`src/assert_macros.svh`:
```
// assertion macros for the list engine control module
`ifndef ASSERT_MACROS_SVH
`define ASSERT_MACROS_SVH

// clocked check, muted while reset is held
`define PLE_ASSERT(label, prop, msg) \
  label: assert property (@(posedge clk) disable iff (rst) prop) else $error(msg);

// clocked check that also holds during reset
`define PLE_ASSERT_ALWAYS(label, prop, msg) \
  label: assert property (@(posedge clk) prop) else $error(msg);

`endif

```
`src/ple_pkg.sv`:
```
// ----------------------------------------------------------------------------
// ple_pkg
// types, sizes and codes shared by the positional list engine
// ----------------------------------------------------------------------------
package ple_pkg;

  localparam int CAPACITY = 16;
  localparam int IDX_W    = $clog2(CAPACITY);
  localparam int CNT_W    = $clog2(CAPACITY + 1);
  localparam int POS_W    = 5;
  localparam int VAL_W    = 32;
  localparam int ENTRY_W  = 5;
  localparam int CMP_W    = ((CNT_W > POS_W) ? CNT_W : POS_W) + 1;

  localparam int IN_DATA_W  = 40;
  localparam int OUT_DATA_W = 40;

  typedef enum logic [2:0] {
    REQ_INS_FRONT = 3'd0,
    REQ_INS_BACK  = 3'd1,
    REQ_INS_AT    = 3'd2,
    REQ_DEL_FRONT = 3'd3,
    REQ_DEL_BACK  = 3'd4,
    REQ_DEL_AT    = 3'd5,
    REQ_READ      = 3'd6
  } req_t;

  typedef enum logic [1:0] {
    ST_OK       = 2'd0,
    ST_EMPTY    = 2'd1,
    ST_NOTFOUND = 2'd2,
    ST_FULL     = 2'd3
  } status_t;

  typedef enum logic [1:0] {
    CELL_HOLD = 2'd0,
    CELL_INS  = 2'd1,
    CELL_DEL  = 2'd2,
    CELL_ROT  = 2'd3
  } cell_op_t;

  typedef enum logic {
    FSM_IDLE = 1'b0,
    FSM_READ = 1'b1
  } fsm_t;

  // broadcast to every cell of the chain
  typedef struct packed {
    cell_op_t          op;
    logic [CNT_W-1:0]  pos;   // insert / delete slot
    logic [CNT_W-1:0]  tail;  // last occupied slot, for rotation
    logic [VAL_W-1:0]  din;   // value to insert
  } cell_ctl_t;

endpackage

```
`src/ple_cell.sv`:
```
// ----------------------------------------------------------------------------
// ple_cell
// one slot of the list chain: holds, shifts right, shifts left or rotates
// ----------------------------------------------------------------------------
module ple_cell (
  input  logic                       clk,
  input  ple_pkg::cell_ctl_t         ctl,
  input  logic [ple_pkg::IDX_W-1:0]  cell_idx,
  input  logic [ple_pkg::VAL_W-1:0]  left_q,
  input  logic [ple_pkg::VAL_W-1:0]  right_q,
  input  logic [ple_pkg::VAL_W-1:0]  head_q,
  output logic [ple_pkg::VAL_W-1:0]  q
);
  import ple_pkg::*;

  logic [CNT_W-1:0] my;
  logic [VAL_W-1:0] q_next;

  assign my = CNT_W'(cell_idx);

  always_comb begin
    q_next = q;
    case (ctl.op)
      CELL_INS: begin
        if (my == ctl.pos) begin
          q_next = ctl.din;
        end else if (my > ctl.pos) begin
          q_next = left_q;
        end
      end
      CELL_DEL: begin
        if (my >= ctl.pos) begin
          q_next = right_q;
        end
      end
      CELL_ROT: begin
        // head wraps to the tail so the list comes back whole
        if (my == ctl.tail) begin
          q_next = head_q;
        end else if (my < ctl.tail) begin
          q_next = right_q;
        end
      end
      default: q_next = q;
    endcase
  end

  always_ff @(posedge clk) begin
    q <= q_next;
  end

endmodule

```
`src/ple_ctrl.sv`:
```
// ----------------------------------------------------------------------------
// ple_ctrl
// request decode, entry count, read-out sequencing and result register
// ----------------------------------------------------------------------------
module ple_ctrl (
  input  logic                         clk,
  input  logic                         rst,
  input  logic                         s_tvalid,
  output logic                         s_tready,
  input  logic [2:0]                   req_type,
  input  logic [ple_pkg::POS_W-1:0]    position,
  input  logic [ple_pkg::VAL_W-1:0]    value,
  output logic                         m_tvalid,
  input  logic                         m_tready,
  output logic [1:0]                   status,
  output logic [ple_pkg::VAL_W-1:0]    read_value,
  output logic [ple_pkg::ENTRY_W-1:0]  entry_count,
  output logic                         last,
  output ple_pkg::cell_ctl_t           ctl,
  input  logic [ple_pkg::VAL_W-1:0]    head_q
);
  import ple_pkg::*;

  fsm_t             state, state_next;
  logic [CNT_W-1:0] count, count_next;
  logic [CNT_W-1:0] rd_cnt, rd_cnt_next;
  logic             accept, slot_free, load;
  logic             full, empty;
  logic [CMP_W-1:0] pos_ext, cnt_ext;
  logic [CNT_W-1:0] pos_m1;
  status_t          st_new;
  logic [VAL_W-1:0] val_new;
  logic [CNT_W-1:0] cnt_out;
  logic             last_new;

  // no item is taken while reset is held
  assign slot_free = !m_tvalid || m_tready;
  assign s_tready  = !rst && (state == FSM_IDLE) && slot_free;
  assign accept    = s_tvalid && s_tready;
  assign full      = (count == CNT_W'(CAPACITY));
  assign empty     = (count == '0);
  assign pos_ext   = CMP_W'(position);
  assign cnt_ext   = CMP_W'(count);
  assign pos_m1    = CNT_W'(pos_ext - CMP_W'(1));

  always_comb begin
    state_next  = state;
    count_next  = count;
    rd_cnt_next = rd_cnt;
    load        = 1'b0;
    st_new      = ST_OK;
    val_new     = '0;
    last_new    = 1'b1;
    ctl.op      = CELL_HOLD;
    ctl.pos     = '0;
    ctl.tail    = count - CNT_W'(1);
    ctl.din     = value;
    case (state)
      FSM_IDLE: begin
        if (accept) begin
          load = 1'b1;
          case (req_type)
            REQ_INS_FRONT, REQ_INS_BACK, REQ_INS_AT: begin
              if (full) begin
                st_new = ST_FULL;
              end else if (req_type == REQ_INS_AT &&
                           (pos_ext == '0 || pos_ext > cnt_ext + CMP_W'(1))) begin
                st_new = ST_NOTFOUND;
              end else begin
                ctl.op     = CELL_INS;
                count_next = count + CNT_W'(1);
                if (req_type == REQ_INS_FRONT) begin
                  ctl.pos = '0;
                end else if (req_type == REQ_INS_BACK) begin
                  ctl.pos = count;
                end else begin
                  ctl.pos = pos_m1;
                end
              end
            end
            REQ_DEL_FRONT, REQ_DEL_BACK, REQ_DEL_AT: begin
              if (empty) begin
                st_new = ST_EMPTY;
              end else if (req_type == REQ_DEL_AT &&
                           (pos_ext == '0 || pos_ext > cnt_ext)) begin
                st_new = ST_NOTFOUND;
              end else begin
                ctl.op     = CELL_DEL;
                count_next = count - CNT_W'(1);
                if (req_type == REQ_DEL_FRONT) begin
                  ctl.pos = '0;
                end else if (req_type == REQ_DEL_BACK) begin
                  ctl.pos = count - CNT_W'(1);
                end else begin
                  ctl.pos = pos_m1;
                end
              end
            end
            REQ_READ: begin
              if (empty) begin
                st_new = ST_EMPTY;
              end else begin
                load        = 1'b0;
                rd_cnt_next = '0;
                state_next  = FSM_READ;
              end
            end
            default: st_new = ST_OK;
          endcase
        end
      end
      FSM_READ: begin
        if (slot_free) begin
          load        = 1'b1;
          val_new     = head_q;
          last_new    = (rd_cnt == count - CNT_W'(1));
          ctl.op      = CELL_ROT;
          rd_cnt_next = rd_cnt + CNT_W'(1);
          if (last_new) begin
            state_next = FSM_IDLE;
          end
        end
      end
      default: state_next = FSM_IDLE;
    endcase
  end

  assign cnt_out = count_next;

  always_ff @(posedge clk) begin
    if (rst) begin
      state    <= FSM_IDLE;
      count    <= '0;
      rd_cnt   <= '0;
      m_tvalid <= 1'b0;
    end else begin
      state  <= state_next;
      count  <= count_next;
      rd_cnt <= rd_cnt_next;
      if (load) begin
        m_tvalid <= 1'b1;
      end else if (m_tready) begin
        m_tvalid <= 1'b0;
      end
    end
  end

  always_ff @(posedge clk) begin
    if (load) begin
      status      <= st_new;
      read_value  <= val_new;
      entry_count <= ENTRY_W'(cnt_out);
      last        <= last_new;
    end
  end

`include "assert_macros.svh"

  `PLE_ASSERT(a_count_bound, count <= CNT_W'(CAPACITY), "entry count above capacity")
  `PLE_ASSERT(a_read_blocks, (state == FSM_READ) |-> !s_tready, "request taken during read-out")
  `PLE_ASSERT(a_mid_only_read, (m_tvalid && !last) |-> (state == FSM_READ), "non-final result outside read-out")
  `PLE_ASSERT(a_read_start, (accept && req_type == REQ_READ && !empty) |=> (state == FSM_READ), "read-out did not start")

endmodule

```
`src/positional_list_engine.sv`:
```
// result: an insert, delete or refused request loads the result register as the item is taken
// throughput: one request per cycle for inserts, deletes and reads of an empty list, while the result slot is free
// read-out gives one result per cycle per entry while the result slot is free, paced by the head cell rotation
// reset: synchronous active-high rst empties the list; cell contents are left as they are
// ----------------------------------------------------------------------------
// positional_list_engine
// ordered list of unsigned 32-bit values kept in a chain of shifting cells
// ----------------------------------------------------------------------------
module positional_list_engine (
  input  logic        clk,
  input  logic        rst,
  input  logic        s_tvalid,
  output logic        s_tready,
  input  logic [2:0]  s_tuser,   // [2:0] req_type
  input  logic [39:0] s_tdata,   // [4:0] position, [36:5] value, rest zero
  output logic        m_tvalid,
  input  logic        m_tready,
  output logic [39:0] m_tdata,   // [1:0] status, [33:2] read_value, [38:34] entry_count
  output logic        m_tlast    // last result of the request
);
  import ple_pkg::*;

  cell_ctl_t          ctl;
  logic [VAL_W-1:0]   cell_q [CAPACITY];
  logic [1:0]         status;
  logic [VAL_W-1:0]   read_value;
  logic [ENTRY_W-1:0] entry_count;

  // control: decode, count and the registered result slot
  ple_ctrl u_ctrl (
    .clk         (clk),
    .rst         (rst),
    .s_tvalid    (s_tvalid),
    .s_tready    (s_tready),
    .req_type    (s_tuser),
    .position    (s_tdata[POS_W-1:0]),
    .value       (s_tdata[POS_W+VAL_W-1:POS_W]),
    .m_tvalid    (m_tvalid),
    .m_tready    (m_tready),
    .status      (status),
    .read_value  (read_value),
    .entry_count (entry_count),
    .last        (m_tlast),
    .ctl         (ctl),
    .head_q      (cell_q[0])
  );

  // the chain: each cell sees both neighbors and the head for rotation
  for (genvar i = 0; i < CAPACITY; i++) begin : g_cell
    logic [VAL_W-1:0] left_q, right_q;
    if (i == 0) begin : g_first
      assign left_q = '0;
    end else begin : g_mid_l
      assign left_q = cell_q[i-1];
    end
    if (i == CAPACITY - 1) begin : g_lastc
      assign right_q = '0;
    end else begin : g_mid_r
      assign right_q = cell_q[i+1];
    end
    ple_cell u_cell (
      .clk      (clk),
      .ctl      (ctl),
      .cell_idx (IDX_W'(i)),
      .left_q   (left_q),
      .right_q  (right_q),
      .head_q   (cell_q[0]),
      .q        (cell_q[i])
    );
  end

  assign m_tdata = {1'b0, entry_count, read_value, status};

endmodule
```
`config.mk`:
```
export PLATFORM = sky130hd
export DESIGN_NAME = positional_list_engine
export DESIGN_NICKNAME = d
export VERILOG_FILES = /design/src/ple_pkg.sv /design/src/ple_cell.sv /design/src/ple_ctrl.sv /design/src/positional_list_engine.sv
export VERILOG_INCLUDE_DIRS = /design/src /design/src/src
export SDC_FILE = /design/constraint.sdc
export NUM_CORES = 1
export LEC_CHECK = 0
export BUFFER_PORTS_ARGS = -buffer_cell sky130_fd_sc_hd__buf_2
export CORE_MARGIN = 2
export CORE_UTILIZATION = 35
export CTS_CLUSTER_DIAMETER = 80
export DETAILED_ROUTE_END_ITERATION = 10
export HOLD_SLACK_MARGIN = 0.03
export PLACE_DENSITY = 0.61
export SETUP_SLACK_MARGIN = 0.02
export SLEW_MARGIN = 10
export SYNTH_ARGS = -nofsm -noshare
export SYNTH_HDL_FRONTEND = slang
export SYNTH_HIERARCHICAL = 1
export SYNTH_SLANG_ARGS = --single-unit
```
`constraint.sdc`:
```
create_clock -name clk -period 6.15 [get_ports clk]
set_clock_uncertainty 0.1 [all_clocks]
set_input_delay 0 -clock clk [delete_from_list [all_inputs] [get_ports clk]]
set_output_delay 0 -clock clk [all_outputs]
set_load 0.01 [all_outputs]
```
# Word level (Yosys, flattened, before mapping)
# Cells that the tools add are included.
# totals
ff_bits,564
latch_bits,0
mem_bits_rw,0
mem_bits_ro,0
in_bits,47
out_inout_bits,43
word_cells,353
n_memories,0
# op_classes
addsub,5
mul,0
n_div,0
n_lt_le_gt_ge,50
n_eq_ne,94
shift,0
muxes,140
bitwise,2
reduce_logical,38
# ops
op,count
$mux W32,80
$pmux W32 S3,16
$ne A3 B1 Y1 const B,31
$eq A4 B5 Y1 const A,16
$mux W5,15
$reduce_and A4 Y1,16
$eq A3 B5 Y1 const A,8
$ge A4 B5 Y1 const A,8
$gt A4 B5 Y1 const A,8
$lt A4 B5 Y1 const A,8
$ne A2 B1 Y1 const B,18
$mux W7,4
$eq A2 B5 Y1 const A,4
$ge A3 B5 Y1 const A,4
$gt A3 B5 Y1 const A,4
$lt A3 B5 Y1 const A,4
$pmux W5 S2,2
$logic_not A5 Y1,3
$pmux W7 S2,1
$mux W1,12
$add A5 B1 Y5 const B,2
$eq A1 B5 Y1 const A,2
$ge A1 B5 Y1 const A,2
$ge A2 B5 Y1 const A,2
33 further kinds,59

# Longest topological paths before layout
# logic_depth
word_depth,13
depth_mapped,19
mapped_depth_nobuf,16

# Cells and area by module
# Netlist, hierarchy kept.
# by_module_without_submodules
mod,instances,cells_each,area_per_inst_um2,seq_area_each_um2
ple_cell at g_cell[2].u_cell ...,8,174,2289.7,960.9
ple_cell at g_cell[0].u_cell ...,7,174,2298.5,960.9
ple_ctrl,1,327,3364.5,1441.4
ple_cell at g_cell[12].u_cell,1,174,2348.5,960.9
positional_list_engine,1,3,15.0,0.0

# Least setup slack after synthesis
# OpenSTA, ideal clock, no wires.
# synth_timing
path_type,register to register
start,register u_ctrl.count[0]
end,"register g_cell[0].u_cell/q[0] in the netlist's numbering, enable pin"
setup_ps,466
t_arrival_ps,5751
required_time_ps,5584
slack_ps,-166
stages_incl_launch_ff,14
path_buffers,1
synth_period_minus_slack_ps,6316
path_cell_list,dfxtp_1 > buf_6 > inv_1 > ha_1 > inv_1 > ha_1 > nor2b_1 > o21bai_4 > a31o_4 > a21o_2 > nand3_1 > nand2_1 > nand2_1 > o21ai_0
# synth_lines
item,line,rtl
start: declaration,ple_ctrl.sv:25,"logic [CNT_W-1:0] count, count_next;"
start signal: assignment,ple_ctrl.sv:138,count <= count_next;
end signal: assignment,ple_cell.sv:49,q <= q_next;
end: declaration,ple_cell.sv:12,output logic [ple_pkg::VAL_W-1:0] q

==> results.md <==
- Post-synth cell types: 77
- Sequential share of the synthesized area: 41.9%
- Final WS setup: 817 ps
- Clk pwr share: 42.7%
- Post-Syn Instances: 3114
- HPWL after DPL: 68500 um
- Hold Fails Final Rpt: 0
- Peak supply drop: 0.160 mV
- Top FF cell, synth: edfxtp_1
- Clock tree from TritonCTS: done
- Nets: 3518
- Leak: 0.0178 uW
- Drt drc: 0
- Worst Path Max Fanout: 32
- Sw Share: 26.7%
- Share of post-route cells with drive strength above 1: 10.6%
- DR vias: 26600
- Largest net degree at the start of global routing: 100
- CP required: 6390 ps
- Clock-pin transition on the worst setup and hold timing paths: 60 ps
- Vias per inst: 5.43
- Top post-synthesis cells by area: edfxtp_1 (41%), mux2i_1 (38%), ha_1 (4.4%)
- # fillers: 10900
- Post-Syn Area: 0.0401 mm^2
- Full die area: 0.117 mm^2
- Worst setup path class: register to register
- Initial DRC count: 2296
- Total track usage: 20.4%
- First drt pass iteration count: 5
- Worst Reg2Reg Path Length in Cells: 16
- Count leader, synth: mux2i_1
- Resize count post-CTS: 0
- Synthesized flop and latch total: 564
- GPL Wtd Cong: 0.775
- Setup crit end kind: register
- Post-synth top area share: 41.3%
- Max clock buf depth: 3
- Slew Viols, Final: 0
- Arr. time, crit path: 5570 ps
- GR Overflow Total: 0
- Number of global-route vias before repair: 26700
- Status: finished clean
- Synth warnings: 6
- Pwr Total: 10000 uW
- ANT nets after route: 0
- Int Pwr: 7370 uW
- Avg Inst Size Synth: 12.9 um^2
- Port Buf Inserts: 85
- First-pass GRT wire length: 180000 um
- Number of flops mapped to enable cells by yosys: 552
- Final period util: 86.7%
- # rows: 124
- Die Width: 343 um
- CTS Root Cell: clkbuf_16
- Slew HR: 30.7%
- CTS Sinks: 564
- Fmax: 188 MHz
- Sequential group share of total power: 44.4%
- P per Cell Area: 225 mW/mm^2
- Starting density of the core: 35.2%
- Die height: 343 um
- Area delta synth->final: 11.1%
- Avg WL per Cell: 25.1 um
- Total core area: 0.114 mm^2
- Switch Pwr: 2680 uW
- Initial antenna violation count: 8
- Clock latency on the worst-skew pair: 650 ps
- Async S/R FF share, synth: 0%
- Final worst path period need: 5330 ps
- IO Pins: 90
- RSZ-0062 raised after global routing: no
- Startpoint Class: register
- Min Hold Slack: 88.7 ps
- Total CTS buffers: 72
- CTS H-tree lvls: 3
- Hold Crit Class: input pin to register
- Final Core Density: 39.1%
- Final Setup Violations: 0
- Post-synth top area cell: edfxtp_1
- TNS Setup: 0 ps
- Pre-CTS WS: 914 ps
- Worst Tran Pin Value: 1040 ps
- Commonest cells in the netlist: mux2i_1 (1537), edfxtp_1 (552), ha_1 (142)
- Comb pwr share: 12.9%
- Min-Delay Path Depth: 6
- # Max-Cap Violations: 0
- Drt total wl: 123000 um
[power by group through the flow]
stage | Clock (uW) | Combinational [uW] | Sequential [uW]
floorplan | 0 | 895 | 4520
global placement | 0 | 1230 | 4540
detailed placement | 0 | 1250 | 4540
CTS | 4380 | 1280 | 4460
global route | 4500 | 1420 | 4480
finish | 4290 | 1300 | 4460
[kinds of logic (layout without fill, tap and decap cells)]
group,after synthesis,count (layout),synth area share [%]
AOI/OAI and AO/OA,173,173,2.94
xor gates and xnor gates,33,33,0.720
adders and majority gates,142,142,4.43
buffers and inverters,383,476,7.47
DFF,564,564,41.9
muxes,1538,1538,38.4
other,2,181,0.0187
and+or+nand+nor,279,279,4.16
[registers in the layout (all words and copies together) (netlist names)]
| register | cells |
|---|---|
| g_cell.u_cell/q | 512 |
| u_ctrl/read_value | 32 |
| u_ctrl/count | 5 |
| u_ctrl/entry_count | 5 |
| u_ctrl/rd_cnt | 5 |
| u_ctrl/status | 2 |
| u_ctrl/last | 1 |
| u_ctrl/m_tvalid | 1 |
| u_ctrl/state | 1 |
[cell usage in the layout, fill, tap and decap left out, types with 7 or more instances in the layout]
master,Yosys,layout
a21oi_1,44,44
and3_1,33,33
buf_12,50,17
buf_2,60,85
buf_4,37,62
bufinv_16,0,7
clkbuf_16,0,74
clkinv_1,0,16
clkinv_2,0,8
conb_1,2,177
dfxtp_1,12,11
dlygate4sd3_1,0,44
edfxtp_1,552,552
ha_1,142,142
inv_1,139,138
mux2i_1,1537,1537
nand2_1,34,32
nand3_1,8,8
nand4_1,28,28
nand4_2,8,8
nor2_1,71,71
nor3_1,20,20
nor3b_4,0,16
o211a_1,16,16
o21ai_0,55,38
o21ai_4,0,17
o31ai_1,18,18
or2_4,0,16
or2b_1,15,15
xnor2_1,28,27
[layout make-up]
type,instances,area [um^2],area share [%]
multi-input combinational,2342,21300,47.9
sequential,564,16800,37.7
tap,1512,1890,4.24
clock buffer,80,1870,4.20
timing repair buffer,208,1670,3.75
inverter,141,529,1.19
clock inverter,47,450,1.01
antenna,4,10.0,0.0224
[layer usage]
layer  global-route usage, %  share of wire [%]  wire length, um
met1                    28.7                 46            56900
met3                    2.49                5.2             6340
met4                    5.83                2.5             3070
met5                       0              0.025               31
met2                    33.1                 46            56600
[through the flow]
stage / instances / instance area [um^2]
2_1_floorplan: 3289 / 40800
3_3_place_gp: 4723 / 41800
3_5_place_dp: 4723 / 41800
4_1_cts: 4894 / 44600
5_1_grt: 4895 / 44600
6_report: 4898 / 44600
[worst paths after layout]
kind | end | startpoint | slack (ps)
max | g_cell[15].u_cell/q[11] | u_ctrl/count[0] | 820
min reg2reg | u_ctrl/rd_cnt[4] | u_ctrl/rd_cnt[4] | 440
min | u_ctrl/count[3] | s_tdata[4] | 90
max reg2reg | g_cell[15].u_cell/q[11] | u_ctrl/count[0] | 820
[timing repair]
| item | CTS | global route |
|---|---|---|
| endpoints found under the hold margin | 535 | 0 |
| hold buffers | 44 | 0 |
| setup buffers | 0 | 0 |
[critical path, stage by stage (launching register included)]
cell and delay [ps]:
dfxtp_1 540, inv_1 160, ha_1 430, inv_1 120
ha_1 300, nor2b_1 220, o21bai_4 80, a31oi_1 260
nor3_1 90, o211ai_1 440, o22ai_2 340, buf_4 300
ha_1 320, nand4_1 90, or2_4 810, mux2i_1 290
mux2i_1 110
(Power assumes the default switching activity.)
